## config.mk

```make
export PLATFORM = sky130hd
export DESIGN_NAME = seven_segment_two_wire_display_writer
export DESIGN_NICKNAME = d
export VERILOG_FILES = /design/src/sv/ssdw_pkg.sv /design/src/sv/ssdw_front.sv /design/src/sv/ssdw_queue.sv /design/src/sv/ssdw_back.sv /design/src/sv/seven_segment_two_wire_display_writer.sv
export SDC_FILE = /design/constraint.sdc
export NUM_CORES = 1
export LEC_CHECK = 0
export BUFFER_PORTS_ARGS = -buffer_cell sky130_fd_sc_hd__buf_2
export CAP_MARGIN = 10
export CORE_MARGIN = 2
export CORE_UTILIZATION = 50
export DETAILED_ROUTE_END_ITERATION = 7
export PLACE_DENSITY = 0.68
export SKIP_LAST_GASP = 1
export SYNTH_ARGS = -nofsm -noshare
export SYNTH_HDL_FRONTEND = slang
export SYNTH_SLANG_ARGS = --single-unit
```

## constraint.sdc

```tcl
create_clock -name clk -period 5 [get_ports clk]
set_input_delay 0.25 -clock clk [delete_from_list [all_inputs] [get_ports clk]]
set_output_delay 0.25 -clock clk [all_outputs]
set_load 0.005 [all_outputs]
```

## src/sv/ssdw_pkg.sv

```systemverilog
// Shared types, constants and the glyph table of the two-wire display writer.
// No dependencies; every other file of the block imports this package.
package ssdw_pkg;

	// Digit positions sent in the data frame, and digit fields on the input item.
	localparam int DIGITS    = 4;
	localparam int IN_DIGITS = 4;

	localparam int BYTE_W     = 8;
	localparam int CODE_W     = 5;
	localparam int HP_W       = 16;
	localparam int BR_W       = 3;
	localparam int CFG_IDX_W  = 2;
	localparam int CFG_DATA_W = 16;

	// Byte index within a frame must hold the frame length (address byte plus digits).
	localparam int BIDX_W  = $clog2(DIGITS + 2);
	localparam int BCNT_W  = 4;
	localparam int FRAME_W = 2;

	localparam logic [FRAME_W-1:0] FRAME_CMD  = 2'd0;
	localparam logic [FRAME_W-1:0] FRAME_DATA = 2'd1;
	localparam logic [FRAME_W-1:0] FRAME_CTRL = 2'd2;

	localparam logic [BYTE_W-1:0] CMD_DATA  = 8'h40;
	localparam logic [BYTE_W-1:0] CMD_ADDR  = 8'hC0;
	localparam logic [BYTE_W-1:0] CMD_CTRL  = 8'h80;
	localparam logic [BYTE_W-1:0] SEG_BLANK = 8'h00;

	localparam logic [HP_W-1:0] HP_RESET = 16'd100;
	localparam logic [BR_W-1:0] BR_RESET = 3'd1;
	localparam logic            ON_RESET = 1'b1;

	// Item queue between the front and the back.
	localparam int QUEUE_DEPTH = 2;
	localparam int QPTR_W      = $clog2(QUEUE_DEPTH);
	localparam int QCNT_W      = $clog2(QUEUE_DEPTH + 1);

	typedef enum logic [CFG_IDX_W-1:0] {
		CFG_HALF_PERIOD = 2'd0,
		CFG_BRIGHTNESS  = 2'd1,
		CFG_DISPLAY_ON  = 2'd2
	} cfg_reg_t;

	typedef enum logic {
		OP_TICK    = 1'b0,
		OP_REQUEST = 1'b1
	} op_t;

	typedef enum logic [3:0] {
		PH_IDLE      = 4'd0,
		PH_START_HI  = 4'd1,
		PH_START_LO  = 4'd2,
		PH_BIT_LOW   = 4'd3,
		PH_BIT_HIGH  = 4'd4,
		PH_ACK_LOW   = 4'd5,
		PH_ACK_HIGH  = 4'd6,
		PH_ACK_END   = 4'd7,
		PH_STOP_LOW  = 4'd8,
		PH_STOP_CLK  = 4'd9,
		PH_STOP_END  = 4'd10
	} phase_t;

	typedef logic [DIGITS-1:0][BYTE_W-1:0] seg_bytes_t;

	typedef struct packed {
		op_t        op;
		seg_bytes_t seg;
	} queue_item_t;

	typedef struct packed {
		logic clock_line;
		logic data_line;
		logic data_drive;
		logic busy;
	} pins_t;

	// Seven-segment pattern of a digit code; codes past the table are blank.
	function automatic logic [BYTE_W-1:0] glyph(input logic [CODE_W-1:0] code);
		logic [BYTE_W-1:0] pat;
		unique case (code)
			5'd0:    pat = 8'h3F;
			5'd1:    pat = 8'h06;
			5'd2:    pat = 8'h5B;
			5'd3:    pat = 8'h4F;
			5'd4:    pat = 8'h66;
			5'd5:    pat = 8'h6D;
			5'd6:    pat = 8'h7D;
			5'd7:    pat = 8'h07;
			5'd8:    pat = 8'h7F;
			5'd9:    pat = 8'h6F;
			5'd10:   pat = 8'h77;
			5'd11:   pat = 8'h7C;
			5'd12:   pat = 8'h58;
			5'd13:   pat = 8'h5E;
			5'd14:   pat = 8'h79;
			5'd15:   pat = 8'h71;
			5'd16:   pat = 8'h76;
			5'd17:   pat = 8'h38;
			5'd18:   pat = 8'h54;
			5'd19:   pat = 8'h73;
			5'd20:   pat = 8'h3E;
			default: pat = SEG_BLANK;
		endcase
		return pat;
	endfunction

endpackage

```

## src/sv/ssdw_front.sv

```systemverilog
// Front end of the display writer: accepts items and turns digit codes into
// segment bytes for the item queue. Depends on ssdw_pkg.
module ssdw_front (
	input  logic                                        in_valid,
	output logic                                        in_stall,
	input  logic                                        operation,
	input  logic [ssdw_pkg::IN_DIGITS-1:0][ssdw_pkg::CODE_W-1:0] digit_codes,
	input  logic [ssdw_pkg::IN_DIGITS-1:0]              dot_flags,
	input  logic                                        q_full,
	output logic                                        push,
	output ssdw_pkg::queue_item_t                       push_item
);
	import ssdw_pkg::*;

	assign in_stall = q_full;
	assign push     = in_valid && !q_full;

	always_comb begin
		push_item.op = op_t'(operation);
		for (int k = 0; k < DIGITS; k++) begin
			if (k < IN_DIGITS) begin
				push_item.seg[k] = glyph(digit_codes[k]) | {dot_flags[k], 7'b0};
			end else begin
				push_item.seg[k] = SEG_BLANK;
			end
		end
	end

endmodule

```

## src/sv/ssdw_queue.sv

```systemverilog
// Short first-in first-out queue of classified items between front and back.
// Depends on ssdw_pkg for the item type and depth.
module ssdw_queue (
	input  logic                  clk,
	input  logic                  arst_n,
	input  logic                  push,
	input  ssdw_pkg::queue_item_t push_item,
	input  logic                  pop,
	output logic                  full,
	output logic                  head_valid,
	output ssdw_pkg::queue_item_t head_item
);
	import ssdw_pkg::*;

	queue_item_t             entries_q [QUEUE_DEPTH];
	logic [QPTR_W-1:0]       wr_ptr_q;
	logic [QPTR_W-1:0]       rd_ptr_q;
	logic [QCNT_W-1:0]       count_q;

	function automatic logic [QPTR_W-1:0] ptr_inc(input logic [QPTR_W-1:0] p);
		return (p == QPTR_W'(QUEUE_DEPTH - 1)) ? '0 : p + 1'b1;
	endfunction

	assign full       = (count_q == QCNT_W'(QUEUE_DEPTH));
	assign head_valid = (count_q != '0);
	assign head_item  = entries_q[rd_ptr_q];

	always_ff @(posedge clk) begin
		if (push) begin
			entries_q[wr_ptr_q] <= push_item;
		end
	end

	always_ff @(posedge clk or negedge arst_n) begin
		if (!arst_n) begin
			wr_ptr_q <= '0;
			rd_ptr_q <= '0;
			count_q  <= '0;
		end else begin
			if (push) begin
				wr_ptr_q <= ptr_inc(wr_ptr_q);
			end
			if (pop) begin
				rd_ptr_q <= ptr_inc(rd_ptr_q);
			end
			if (push && !pop) begin
				count_q <= count_q + 1'b1;
			end else if (pop && !push) begin
				count_q <= count_q - 1'b1;
			end
		end
	end

endmodule

```

## src/sv/ssdw_back.sv

```systemverilog
// Back end of the display writer: the frame sequencer that drives the pins,
// and the output register for results. Depends on ssdw_pkg.
module ssdw_back (
	input  logic                         clk,
	input  logic                         arst_n,
	input  logic                         head_valid,
	input  ssdw_pkg::queue_item_t        head_item,
	output logic                         pop,
	input  logic [ssdw_pkg::HP_W-1:0]    half_period,
	input  logic [ssdw_pkg::BR_W-1:0]    brightness,
	input  logic                         display_on,
	output logic                         out_valid,
	input  logic                         out_stall,
	output ssdw_pkg::pins_t              out_pins
);
	import ssdw_pkg::*;

	phase_t               phase_q, phase_d;
	seg_bytes_t           seg_q, seg_d;
	logic [BYTE_W-1:0]    shift_q, shift_d;
	logic [BCNT_W-1:0]    bit_q, bit_d;
	logic [BIDX_W-1:0]    byte_q, byte_d;
	logic [FRAME_W-1:0]   frame_q, frame_d;
	logic [HP_W-1:0]      tick_q, tick_d;
	logic                 out_valid_q;
	pins_t                out_pins_q;
	pins_t                pins_d;

	logic                 step;
	logic                 tick_step;
	logic [HP_W-1:0]      hp_eff;
	logic [HP_W-1:0]      tick_inc;
	logic                 seg_done;
	logic [BIDX_W-1:0]    byte_inc;
	logic [BIDX_W-1:0]    frame_len;
	logic [BIDX_W-1:0]    load_idx;
	logic [BYTE_W-1:0]    load_byte;
	logic [BCNT_W-1:0]    bit_inc;

	// A request never produces a result, so it may leave the queue even while
	// the output register is held.
	assign step      = head_valid && (head_item.op == OP_REQUEST || !out_valid_q || !out_stall);
	assign tick_step = step && (head_item.op == OP_TICK);
	assign pop       = step;

	assign hp_eff    = (half_period == '0) ? HP_W'(1) : half_period;
	assign tick_inc  = tick_q + 1'b1;
	assign seg_done  = (tick_inc >= hp_eff) || (tick_inc == '0);
	assign byte_inc  = byte_q + 1'b1;
	assign bit_inc   = bit_q + 1'b1;
	assign frame_len = (frame_q == FRAME_DATA) ? BIDX_W'(DIGITS + 1) : BIDX_W'(1);
	assign load_idx  = (phase_q == PH_START_LO) ? '0 : byte_inc;

	// Byte to shift out at the given position of the current frame.
	always_comb begin
		load_byte = SEG_BLANK;
		if (frame_q == FRAME_CMD) begin
			load_byte = CMD_DATA;
		end else if (frame_q == FRAME_DATA) begin
			if (load_idx == '0) begin
				load_byte = CMD_ADDR;
			end else begin
				for (int k = 0; k < DIGITS; k++) begin
					if (load_idx == BIDX_W'(k + 1)) begin
						load_byte = seg_q[k];
					end
				end
			end
		end else begin
			load_byte = CMD_CTRL | {4'b0, display_on, brightness};
		end
	end

	// Next state.
	always_comb begin
		phase_d = phase_q;
		seg_d   = seg_q;
		shift_d = shift_q;
		bit_d   = bit_q;
		byte_d  = byte_q;
		frame_d = frame_q;
		tick_d  = tick_q;
		if (step) begin
			if (head_item.op == OP_REQUEST) begin
				if (phase_q == PH_IDLE) begin
					seg_d   = head_item.seg;
					frame_d = '0;
					byte_d  = '0;
					bit_d   = '0;
					tick_d  = '0;
					phase_d = PH_START_HI;
				end
			end else if (phase_q != PH_IDLE) begin
				if (!seg_done) begin
					tick_d = tick_inc;
				end else begin
					tick_d = '0;
					unique case (phase_q)
						PH_START_HI: phase_d = PH_START_LO;
						PH_START_LO: begin
							byte_d  = '0;
							shift_d = load_byte;
							bit_d   = '0;
							phase_d = PH_BIT_LOW;
						end
						PH_BIT_LOW:  phase_d = PH_BIT_HIGH;
						PH_BIT_HIGH: begin
							shift_d = shift_q >> 1;
							bit_d   = bit_inc;
							phase_d = (bit_inc >= BCNT_W'(BYTE_W)) ? PH_ACK_LOW : PH_BIT_LOW;
						end
						PH_ACK_LOW:  phase_d = PH_ACK_HIGH;
						PH_ACK_HIGH: phase_d = PH_ACK_END;
						PH_ACK_END: begin
							byte_d = byte_inc;
							if (byte_inc < frame_len) begin
								shift_d = load_byte;
								bit_d   = '0;
								phase_d = PH_BIT_LOW;
							end else begin
								phase_d = PH_STOP_LOW;
							end
						end
						PH_STOP_LOW: phase_d = PH_STOP_CLK;
						PH_STOP_CLK: phase_d = PH_STOP_END;
						PH_STOP_END: begin
							if (frame_q == FRAME_CTRL) begin
								frame_d = '0;
								phase_d = PH_IDLE;
							end else begin
								frame_d = frame_q + 1'b1;
								phase_d = PH_START_HI;
							end
						end
						PH_IDLE:     phase_d = PH_IDLE;
						default:     phase_d = PH_IDLE;
					endcase
				end
			end
		end
	end

	// Pin levels that follow from the next phase.
	always_comb begin
		pins_d.clock_line = 1'b1;
		pins_d.data_line  = 1'b1;
		pins_d.data_drive = 1'b1;
		pins_d.busy       = (phase_d != PH_IDLE);
		unique case (phase_d)
			PH_START_LO: begin
				pins_d.data_line = 1'b0;
			end
			PH_BIT_LOW: begin
				pins_d.clock_line = 1'b0;
				pins_d.data_line  = shift_d[0];
			end
			PH_BIT_HIGH: begin
				pins_d.data_line = shift_d[0];
			end
			PH_ACK_LOW, PH_ACK_END: begin
				pins_d.clock_line = 1'b0;
				pins_d.data_line  = 1'b0;
				pins_d.data_drive = 1'b0;
			end
			PH_ACK_HIGH: begin
				pins_d.data_line  = 1'b0;
				pins_d.data_drive = 1'b0;
			end
			PH_STOP_LOW: begin
				pins_d.clock_line = 1'b0;
				pins_d.data_line  = 1'b0;
			end
			PH_STOP_CLK: begin
				pins_d.data_line = 1'b0;
			end
			PH_IDLE, PH_START_HI, PH_STOP_END: begin
				pins_d.clock_line = 1'b1;
			end
			default: begin
				pins_d.clock_line = 1'b1;
			end
		endcase
	end

	always_ff @(posedge clk or negedge arst_n) begin
		if (!arst_n) begin
			phase_q     <= PH_IDLE;
			seg_q       <= '0;
			shift_q     <= '0;
			bit_q       <= '0;
			byte_q      <= '0;
			frame_q     <= '0;
			tick_q      <= '0;
			out_valid_q <= 1'b0;
		end else begin
			phase_q <= phase_d;
			seg_q   <= seg_d;
			shift_q <= shift_d;
			bit_q   <= bit_d;
			byte_q  <= byte_d;
			frame_q <= frame_d;
			tick_q  <= tick_d;
			if (tick_step) begin
				out_valid_q <= 1'b1;
			end else if (!out_stall) begin
				out_valid_q <= 1'b0;
			end
		end
	end

	always_ff @(posedge clk) begin
		if (tick_step) begin
			out_pins_q <= pins_d;
		end
	end

	assign out_valid = out_valid_q;
	assign out_pins  = out_pins_q;

`ifndef ASSERT_OFF
	a_idle_count_clear: assert property (@(posedge clk) disable iff (!arst_n)
		(phase_q == PH_IDLE) |-> (tick_q == '0 && frame_q == '0))
		else $error("tick or frame count left over while idle");
	a_bit_count_range: assert property (@(posedge clk) disable iff (!arst_n)
		bit_q <= BCNT_W'(BYTE_W))
		else $error("bit count ran past one byte");
	a_byte_index_range: assert property (@(posedge clk) disable iff (!arst_n)
		byte_q <= BIDX_W'(DIGITS + 1))
		else $error("byte index ran past the data frame");
	a_result_only_on_tick: assert property (@(posedge clk) disable iff (!arst_n)
		(head_valid && head_item.op == OP_REQUEST) |=> !$rose(out_valid_q))
		else $error("a request produced a result");
`endif

endmodule

```

## src/sv/seven_segment_two_wire_display_writer.sv

```systemverilog
// Top level of the two-wire seven-segment display writer.
// A tick item's result passes through the item queue and then the output register of the back.
// Throughput: one item per cycle, set by the single-step frame sequencer; a tick item waits while a result is stalled.
// A request item yields no result and is dropped while an update is running.
// Reset (arst_n low, asynchronous): queue empty, sequencer idle, half_period
// 100, brightness 1, display on; the pin output register is not reset.
module seven_segment_two_wire_display_writer (
	input  logic                              clk,
	input  logic                              arst_n,
	// Item input channel.
	input  logic                              in_valid,
	output logic                              in_stall,
	input  logic                              operation,
	input  logic [ssdw_pkg::CODE_W-1:0]       digit_first,
	input  logic [ssdw_pkg::CODE_W-1:0]       digit_second,
	input  logic [ssdw_pkg::CODE_W-1:0]       digit_third,
	input  logic [ssdw_pkg::CODE_W-1:0]       digit_fourth,
	input  logic                              dot_first,
	input  logic                              dot_second,
	input  logic                              dot_third,
	input  logic                              dot_fourth,
	// Result channel.
	output logic                              out_valid,
	input  logic                              out_stall,
	output logic                              clock_line,
	output logic                              data_line,
	output logic                              data_drive,
	output logic                              busy_res,
	// Configuration write port.
	input  logic                              cfg_write,
	input  logic [ssdw_pkg::CFG_IDX_W-1:0]    cfg_index,
	input  logic [ssdw_pkg::CFG_DATA_W-1:0]   cfg_data
);
	import ssdw_pkg::*;

	// Configuration registers. The sequencer reads them directly, so the
	// control byte picks up brightness and display enable when it is loaded.
	logic [HP_W-1:0] half_period_q;
	logic [BR_W-1:0] brightness_q;
	logic            display_on_q;

	always_ff @(posedge clk or negedge arst_n) begin
		if (!arst_n) begin
			half_period_q <= HP_RESET;
			brightness_q  <= BR_RESET;
			display_on_q  <= ON_RESET;
		end else if (cfg_write) begin
			unique case (cfg_reg_t'(cfg_index))
				CFG_HALF_PERIOD: half_period_q <= cfg_data[HP_W-1:0];
				CFG_BRIGHTNESS:  brightness_q  <= cfg_data[BR_W-1:0];
				CFG_DISPLAY_ON:  display_on_q  <= cfg_data[0];
				default: begin
					// Writes to unused indexes are dropped.
					half_period_q <= half_period_q;
				end
			endcase
		end
	end

	// The front classifies each item and looks up the segment patterns; the
	// queue lets it keep taking items while the back waits on its output.
	logic [IN_DIGITS-1:0][CODE_W-1:0] digit_codes;
	logic [IN_DIGITS-1:0]             dot_flags;
	logic                             q_full;
	logic                             push;
	queue_item_t                      push_item;
	logic                             pop;
	logic                             head_valid;
	queue_item_t                      head_item;
	pins_t                            out_pins;

	assign digit_codes = {digit_fourth, digit_third, digit_second, digit_first};
	assign dot_flags   = {dot_fourth, dot_third, dot_second, dot_first};

	ssdw_front u_front (
		.in_valid    (in_valid),
		.in_stall    (in_stall),
		.operation   (operation),
		.digit_codes (digit_codes),
		.dot_flags   (dot_flags),
		.q_full      (q_full),
		.push        (push),
		.push_item   (push_item)
	);

	ssdw_queue u_queue (
		.clk        (clk),
		.arst_n     (arst_n),
		.push       (push),
		.push_item  (push_item),
		.pop        (pop),
		.full       (q_full),
		.head_valid (head_valid),
		.head_item  (head_item)
	);

	// The back runs the frame sequencer one item at a time and holds each
	// tick's pin levels in its output register until they are taken.
	ssdw_back u_back (
		.clk         (clk),
		.arst_n      (arst_n),
		.head_valid  (head_valid),
		.head_item   (head_item),
		.pop         (pop),
		.half_period (half_period_q),
		.brightness  (brightness_q),
		.display_on  (display_on_q),
		.out_valid   (out_valid),
		.out_stall   (out_stall),
		.out_pins    (out_pins)
	);

	assign clock_line = out_pins.clock_line;
	assign data_line  = out_pins.data_line;
	assign data_drive = out_pins.data_drive;
	assign busy_res   = out_pins.busy;

endmodule
```

### Word-level counts from Yosys, hierarchy flattened

Memory sizes are Yosys's and may differ from the RTL's.
Cells that the tools add are included.

* register bits after elaboration: 98
* memory bits (writable): 66
* bits in read-only memories: 896
* bits of input ports: 48
* output and inout bits: 6
* memories: 5

* add/sub/neg operators: 8
* order comparisons: 3
* equality and inequality tests: 31
* mux-type cells: 57
* bitwise logic cells: 5
* reductions and logical operators: 42

Memories
* (no name shown): words 32, bits a word 7, read ports 1, clocked after memory_dff 0, wr ports 0, line ssdw_pkg.sv:81 `unique case (code)`
* (no name shown): words 32, bits a word 7, read ports 1, clocked after memory_dff 0, wr ports 0, line ssdw_pkg.sv:81
* (no name shown): words 32, bits a word 7, read ports 1, clocked after memory_dff 0, wr ports 0, line ssdw_pkg.sv:81
* (no name shown): words 32, bits a word 7, read ports 1, clocked after memory_dff 0, wr ports 0, line ssdw_pkg.sv:81
* u_queue.entries_q: words 2, bits a word 33, read ports 1, clocked after memory_dff 0, wr ports 1, line ssdw_queue.sv:15 `queue_item_t entries_q [QUEUE_DEPTH];`

Operators with widths (count)
* 16-bit 2-to-1 mux: 5
* 8-bit 2-to-1 mux: 8
* 4-bit 2-to-1 mux: 11
* 4-bit one-hot mux with 10 select lines: 1
* 4-bit by 3-bit == test with 1-bit output, second input constant: 8
* 16-bit logical NOT: 2
* 8-bit OR: 4
* 8-bit one-hot mux with 3 select lines: 1
* 3-bit 2-to-1 mux: 7
* 4-bit == test, second input constant: 5
* 16-bit by 1-bit adder with 16-bit output, second input constant: 1
* 4-bit by 2-bit == test with 1-bit output, second input constant: 4
* 16-bit greater-or-equal comparator: 1
* 2-bit 2-to-1 mux: 8
* 1-bit 2-to-1 mux: 13
* 4-bit one-hot mux with 3 select lines: 1
* 6-bit AND reduction: 2
* 4-bit nonzero test: 3
* 5-bit AND reduction: 2
* 2-bit nonzero test: 5
* 2-bit == test, second input constant: 3
* 3-bit by 2-bit == test with 1-bit output, second input constant: 2
* 3-bit one-hot mux with 2 select lines: 1
* 2-bit AND reduction: 3
* other kinds (28): 45

### Longest topological paths before layout

Gate-level depths: netlist (run 1).

* depth after elaboration: 17
* gate-level depth with buffers: 16
* depth with buffers taken out: 16

### Modules after synthesis

From an unflattened synthesis (run 1), not the netlist that was laid out.

* cell total of the unflattened synthesis: 887
* area, all modules: 9824.4 um^2

Modules (own cells, without submodules)
* ssdw_back: instances 1, cells an instance 501, area each 4729.5 um^2, sequential area each 1871.8 um^2
* ssdw_queue: instances 1, cells an instance 119, area each 2722.6 um^2, sequential area each 2082.0 um^2
* ssdw_front: instances 1, cells an instance 223, area each 1591.5 um^2, sequential area each 0.0 um^2
* seven_segment_two_wire_display_writer: instances 1, cells an instance 44, area each 780.7 um^2, sequential area each 506.7 um^2

### Worst setup path before layout (run 1)

No wires, ideal clock.

* path type: register to register
* start: reg u_back.tick_q[0]
* end: reg u_back.out_pins_q (netlist bit u_back.out_pins[1]), data pin
* library setup time: 0.265 ns
* arrival: 3.216 ns
* path slack: 1.518 ns
* cell stages (with the launch flop): 14
* cells stage by stage: dfrtp_1 -> and3_4 -> and3_1 -> buf_6 -> xor2_1 -> ha_1 -> a22o_1 -> or4_1 -> a41oi_1 -> o21ai_1 -> or2_4 -> a32oi_2 -> nor2_2 -> or3_1

RTL lines
* from (decl): line ssdw_back.sv:24 `logic [HP_W-1:0] tick_q, tick_d;`
* from (signal assigned): line ssdw_back.sv:202 `tick_q <= tick_d;`
* to (signal assigned): line ssdw_back.sv:213 `out_pins_q <= pins_d;`
* to (decl): line ssdw_back.sv:26 `pins_t out_pins_q;`

==> flow_summary.yaml, run 1 <==
timing:
  report.final.setup_viol: 0
  final_period_minus_worst_setup_slack_ns: 3.961
  final_hold_violation_count: 0
  slew_headroom_pct: 50.75
  fin_crit_sh_pct: 79.23
  rsz0062_at_grt: "no"
  fin_skew_ns: 0.009596
  max_slew.worst_pin.slew_ns: 0.7388
  clock.fmax_ghz: 0.2524
  worst_slack_ns: 1.039
  report.final.slew_viol_count: 0
  setup_tns_ns: 0
synth:
  synth.ff_latch_count: 164
  synth.yosys.seq_area_share_pct: 48.82
  synthArstFlopShare_pct: 57.32
  yosysUniqueCellTypes: 82
  postSynth.topFlopCell: "dfrtp_1"
  synthCells: 892
  yosys_warnings: 0
  syn-mean-instance-area_um2: 10.24
  syn-num-nets: 991
  netlist_area_mm2: 0.009136
  synth_enable_flop_cells: 70
global_routing:
  globalRoute.totalOverflow: 0
  number_of_global_route_vias_before_repair: 6334
  grt_pass1_wl_mm: 30.86
  grt.total_usage_pct: 19.59
  antenna_found_initial: 0
  grt_max_degree: 65
finish:
  synthToLayoutAreaGrowth_pct: 12.11
  finalNetCount: 1034
  layout.core_utilization_pct: 57.02
  layout.cells.most_common_list: "nand2_1 (97), dfrtp_1 (88), o21ai_0 (86)"
  insertedDiodeCount: 0
  final_layout_size_suffix_gt1_share_pct: 14.45
  layout.cells.most_common: "nand2_1"
clocking:
  post-cts-setup-buffer-count: 0
  tritoncts_num_sinks: 164
  clock_path_buffers: 2
  cts.htree.levels: 4
  cts_inserted_buffers: 17
  cts_tree: "done"
  path_clk_slew_ns: 0.07
  source_to_sink_clock_delay_at_the_later_pin_of_the_worst_skew_pair_ns: 0.43
  cts_root_buffer: "clkbuf_16"
detailed_routing:
  vias_after_detailed_routing: 6620
  detail_route.wirelength_mm: 18.05
  route.detailed.drc: 0
  ant_nets: 0
  route.detailed.vias_per_inst: 5.624
  highest_layer: "met4"
  detail_route.wl_per_cell_um: 15.34
  route.met3.wl_um: 652
  met2_wirelength_mm: 8.824
  route.layer.met1.wl_mm: 8.393
  drt-pass1-iter-count: 5
  first_iter_violations: 435
floorplanning:
  core-area_mm2: 0.01796
  die_height_um: 139.2
  placement_rows: 49
  die-area_mm2: 0.01937
  start_util_pct: 50.86
  die_width_um: 139.2
  ioPinCount: 54
worst_hold_path:
  hp-start: "cfg_data[13]"
  holdPathEnd: "half_period_q[13]"
  holdPathStages: 3
  timing.hold.worst.class: "primary input to flop"
setup_path:
  critPathSlowestCell: "dfrtp_1"
  path_buf_inv: 1
  critical_path_required_ns: 5.16
  r2r-start: "u_back.byte_q[0]"
  critical-path-max-stage-delay_ns: 0.53
  cp-start-kind: "flop"
  reg2reg_setup_slack_ns: 1.04
  path_max_fanout: 16
  cp-end-kind: "flop"
  timing.critical_path.max_delay_family: "compound AO/OA/AOI/OAI gates"
  path_cells: "ha_1, xnor2_2, clkinv_1, ha_1, a21oi_1, nand3_1, a21o_1, nor2_1, o21a_1, o22ai_1, a21o_1, nand3_1, o221ai_1"
  criticalPathCategory: "flop to flop"
  worst_ep_arrival_time_ns: 4.12
  r2r_cells: 13
  cp_num_cells: 13
  worst_r2r_endpoint: "u_back.out_pins[2]"
placed_design:
  gp_congestion: 0.8610
  detailedPlace.worstSlack_ns: 1.101
  detailedPlacementHpwl_mm: 12.80
  port_buffers: 53
pwr:
  p_leak_uw: 0.004448
  power_density_mw_per_mm2: 432.8
  vdd_ir_drop_max_v: 0.0002588
run_status:
  run_status: "finished, final reports clean"
job:
  cap_violations: 0
[worst reg2reg max path: stages (launching register included)]
cell	delay [ns]
dfrtp_1	0.53
ha_1	0.31
xnor2_2	0.37
clkinv_1	0.36
ha_1	0.38
a21oi_1	0.30
nand3_1	0.14
a21o_1	0.22
nor2_1	0.09
o21a_1	0.41
o22ai_1	0.19
a21o_1	0.20
nand3_1	0.07
o221ai_1	0.10
[registers in the layout, summed over array words and instances (netlist names), 3 cells and up]
name,cells
u_queue.entries_q,66
u_back.seg_q,32
half_period_q,16
u_back.tick_q,16
u_back.shift_q,8
u_back.bit_q,4
u_back.out_pins,4
u_back.phase_q,4
brightness_q,3
u_back.byte_q,3
[per-layer routing]
metal	global-route usage, %	vias to the layer above
met2	31.97	120
li1	-	3317
met1	26.57	3169
met4	5.423	0
met3	4.385	14
met5	0	-
[cells by family (layout without fill, tap and decap cells)]
family	after synthesis	count (layout)	share of synthesized area, %
muxes	56	56	6.984
xor gates and xnor gates	23	23	2.287
DFF	164	164	48.82
AOI/OAI and AO/OA	252	252	17.27
adders and majority gates	51	51	6.984
and+or+nand+nor	240	240	13.02
buffers and inverters	106	162	4.629
[worst max path at each step]
stage                                    end  slack, ns        startpoint
final                     u_back.out_pins[2]       1.04  u_back.byte_q[0]
after global routing      u_back.out_pins[2]       0.63  u_back.byte_q[0]
after CTS                 u_back.out_pins[2]       1.07  u_back.byte_q[0]
after detailed placement  u_back.out_pins[2]       1.10  u_back.byte_q[0]
after global placement    u_back.out_pins[2]       1.19  u_back.byte_q[0]
after floorplan           u_back.out_pins[1]       1.52  u_back.tick_q[0]
[report_power, final]
group / internal [µW] / switching, µW / leakage, µW
logic: 439 / 677 / 0.00230
clock network: 760 / 585 / 0.000303
registers: 1780 / 194 / 0.00185
[cell usage after synthesis (7+ instances only)]
| cell | count | area [µm²] |
|---|---|---|
| a21o_1 | 7 | 52.55 |
| a21oi_1 | 59 | 295.3 |
| a221oi_1 | 7 | 61.31 |
| a22o_1 | 14 | 122.6 |
| a31oi_1 | 13 | 81.33 |
| and3_1 | 8 | 50.05 |
| clkbuf_1 | 32 | 120.1 |
| dfrtp_1 | 89 | 2227 |
| edfxtp_1 | 70 | 2102 |
| ha_1 | 51 | 638.1 |
| inv_1 | 61 | 229.0 |
| mux2_2 | 8 | 90.09 |
| mux2i_1 | 41 | 410.4 |
| nand2_1 | 97 | 364.1 |
| nand2b_1 | 14 | 87.58 |
| nand3_1 | 13 | 65.06 |
| nand4_1 | 9 | 56.30 |
| nor2_1 | 50 | 187.7 |
| nor2b_1 | 10 | 62.56 |
| nor4_1 | 7 | 43.79 |
| o21ai_0 | 86 | 430.4 |
| o22ai_1 | 12 | 75.07 |
| xnor2_1 | 13 | 113.9 |
| xor2_1 | 9 | 78.83 |
[timing repair]
action | 4_1_cts | 5_1_grt
hold endpoints to repair | 41 | 2
gates resized for setup | 0 | 0
hold buffers | 4 | 1
[cell type report]
type	count	area (µm²)
Fill cell	1534	7721
Sequential cell	164	4462
Multi-Input combinational cell	622	4260
Clock buffer	17	425.4
Timing Repair Buffer	66	377.9
Tap cell	229	286.5
Inverter	64	240.2
Clock inverter	15	190.2
[stage by stage]
step	std cells	hold slack, ns	power (µW)	instance area, µm²
finish	1177	0.02018	4432	10240
global route	1177	0.01006	4715	10240
CTS	1176	0.002145	4481	10230
detailed placement	1140	0.2456	3127	9577
global placement	1140	0.2498	3100	9577
floorplan	892	-0.04559	2771	9136
Note: power is estimated with default switching activity, not from simulation.
==> inputs of run 2 (changes only) <==
--- a/config.mk
+++ b/config.mk
@@ -10,7 +10,7 @@
 export CORE_MARGIN = 2
 export CORE_UTILIZATION = 50
 export DETAILED_ROUTE_END_ITERATION = 7
-export PLACE_DENSITY = 0.68
+export PLACE_DENSITY = 0.7
 export SKIP_LAST_GASP = 1
 export SYNTH_ARGS = -nofsm -noshare
 export SYNTH_HDL_FRONTEND = slang
==> constraint.sdc (replaced) <==
create_clock -name clk -period 3.5 [get_ports clk]
set_input_delay 0.175 -clock clk [delete_from_list [all_inputs] [get_ports clk]]
set_output_delay 0.175 -clock clk [all_outputs]
set_load 0.005 [all_outputs]
==> flow_summary.yaml, run 2 (synthesis results as in run 1) <==
detailed_routing:
  vias_after_detailed_routing: 6999
  detail_route.wirelength_mm: 19.44
  ant_nets: 0
  detail_route.wl_per_cell_um: 15.83
  route.detailed.vias_per_inst: 5.700
  first_iter_violations: 595
  drt-pass1-iter-count: 5
  route.detailed.drc: 0
setup_path:
  worst_ep_arrival_time_ns: 3.58
  criticalPathCategory: "flop to flop"
  critical_path_required_ns: 3.66
  cp-start-kind: "flop"
  path_max_fanout: 5
  cp-end-kind: "flop"
job:
  cap_violations: 0
timing:
  fin_crit_sh_pct: 97.71
  slew_headroom_pct: 32.96
  worst_slack_ns: 0.08012
  final_hold_violation_count: 0
  max_slew.worst_pin.slew_ns: 1.006
  rsz0062_at_grt: "yes"
  final_period_minus_worst_setup_slack_ns: 3.420
  report.final.slew_viol_count: 0
  fin_skew_ns: 0.01228
  clock.fmax_ghz: 0.2924
  report.final.setup_viol: 0
run_status:
  run_status: "finished, final reports clean"
finish:
  insertedDiodeCount: 0
  max_reg_flops: 66
  layout.cells.most_common_list: "nand2_1 (97), o21ai_0 (86), dfrtp_1 (86)"
  postLayoutCellArea_mm2: 0.01076
  largest_registers: "u_queue.entries_q x66, u_back.seg_q x32"
  finalNetCount: 1085
  synthToLayoutAreaGrowth_pct: 17.82
  top_register: "u_queue.entries_q"
  layout.cells.most_common: "nand2_1"
  final_layout_size_suffix_gt1_share_pct: 18.82
clocking:
  cts_tree: "done"
  source_to_sink_clock_delay_at_the_later_pin_of_the_worst_skew_pair_ns: 0.45
  path_clk_slew_ns: 0.06
  clock_path_buffers: 2
  cts_root_buffer: "clkbuf_16"
  cts_inserted_buffers: 17
  cts.htree.levels: 4
  tritoncts_num_sinks: 164
placed_design:
  post_dp_cell_area_mm2: 0.009787
  gp_congestion: 0.9009
  detailedPlacementHpwl_mm: 13.27
  port_buffers: 53
  detailedPlace.worstSlack_ns: -0.07458
pwr:
  power_density_mw_per_mm2: 593.9
  power.total_uw: 6393
  vdd_ir_drop_max_v: 0.0003920
  p_leak_uw: 0.004671
global_routing:
  grt.total_usage_pct: 20.40
  grt_max_degree: 79
  number_of_global_route_vias_before_repair: 6768
  antenna_found_initial: 0
  grt_pass1_wl_mm: 32.40
  globalRoute.totalOverflow: 0
floorplanning:
  start_util_pct: 50.86
  die-area_mm2: 0.01937
  placement_rows: 49
  die_width_um: 139.2
  die_height_um: 139.2
  core-area_mm2: 0.01796
  ioPinCount: 54
worst_hold_path:
  timing.hold.worst.class: "primary input to flop"
-- run 2: cell types whose count changed in the layout (fill, tap and decap cells not counted), sizes merged --
cell and change:
dlygate4sd3 +16, clkinvlp +3, bufinv -1, buf +35, clkinv -3, clkbuf +1
-- run 2: power breakdown --
group	internal, µW	switching, µW	total (µW)
Clock	1000	840	1840
Sequential	2540	269	2810
Combinational	707	1030	1740
-- run 2: worst max-delay path, cell delays in order, from the launching register on --
cell and delay (ns):
dfrtp_1 0.41, ha_2 0.20, nand4_1 0.19, or2_4 0.33, nor2_1 0.15, xor2_1 0.11
ha_1 0.21, a21o_1 0.15, a21o_1 0.18, a21oi_2 0.16, o21ai_4 0.11, o21ai_4 0.29
buf_4 0.16, o22ai_1 0.10, a21o_1 0.20, nand3_1 0.07, o221ai_1 0.12
-- run 2: path summary, 6_finish.rpt --
path	to	slack (ns)	from	cells after the start
max	u_back.out_pins[2]	0.08	u_back.tick_q[1]	16
max in group asynchronous	u_back.seg_q[29]	2.25	arst_n	3
min	half_period_q[2]	0.01	cfg_data[2]	3
max reg2reg	u_back.out_pins[2]	0.08	u_back.tick_q[1]	16
min reg2reg	u_back.seg_q[27]	0.49	u_back.seg_q[27]	2
min in group asynchronous	u_back.phase_q[3]	0.45	arst_n	2
-- run 2: per-layer routing --
layer / wire length [µm] / GRT usage [%] / share of wire [%] / up-vias
met1: 8672 / 26.96 / 45 / 3359
met3: 691 / 3.246 / 3.6 / 39
met4: 527 / 9.091 / 2.7 / 0
li1: - / - / - / 3417
met2: 9552 / 33.39 / 49 / 184
met5: 0 / 0 / 0 / -
-- run 2: what timing repair did --
| action | 4_1_cts | 5_1_grt |
|---|---|---|
| hold buffers | 21 | 0 |
| gates resized for setup | 1 | 25 |
| gates cloned | 0 | 0 |
| setup buffers | 1 | 6 |
| pin swaps | 2 | 19 |
| hold endpoints to repair | 98 | 0 |
| setup endpoints to repair | 4 | 24 |
-- run 2: stage by stage --
step / hold WS (ns) / util, % / TNS (ns) / cells
after floorplan: -0.1206 / - / 0 / 892
after global placement: 0.3644 / 54.48 / 0 / 1168
after detailed placement: 0.3672 / 54.48 / -0.1534 / 1168
after CTS: 0.003264 / 58.91 / 0 / 1222
after global routing: 0.01478 / 59.92 / -0.2968 / 1228
final: 0.01072 / 59.92 / 0 / 1228
-- run 2: final cells by class --
| type | count | area [µm²] |
|---|---|---|
| Fill cell | 1491 | 7199 |
| Sequential cell | 164 | 4464 |
| Multi-Input combinational cell | 622 | 4394 |
| Timing Repair Buffer | 117 | 804.5 |
| Clock buffer | 18 | 429.2 |
| Tap cell | 229 | 286.5 |
| Inverter | 64 | 240.2 |
| Clock inverter | 14 | 145.1 |
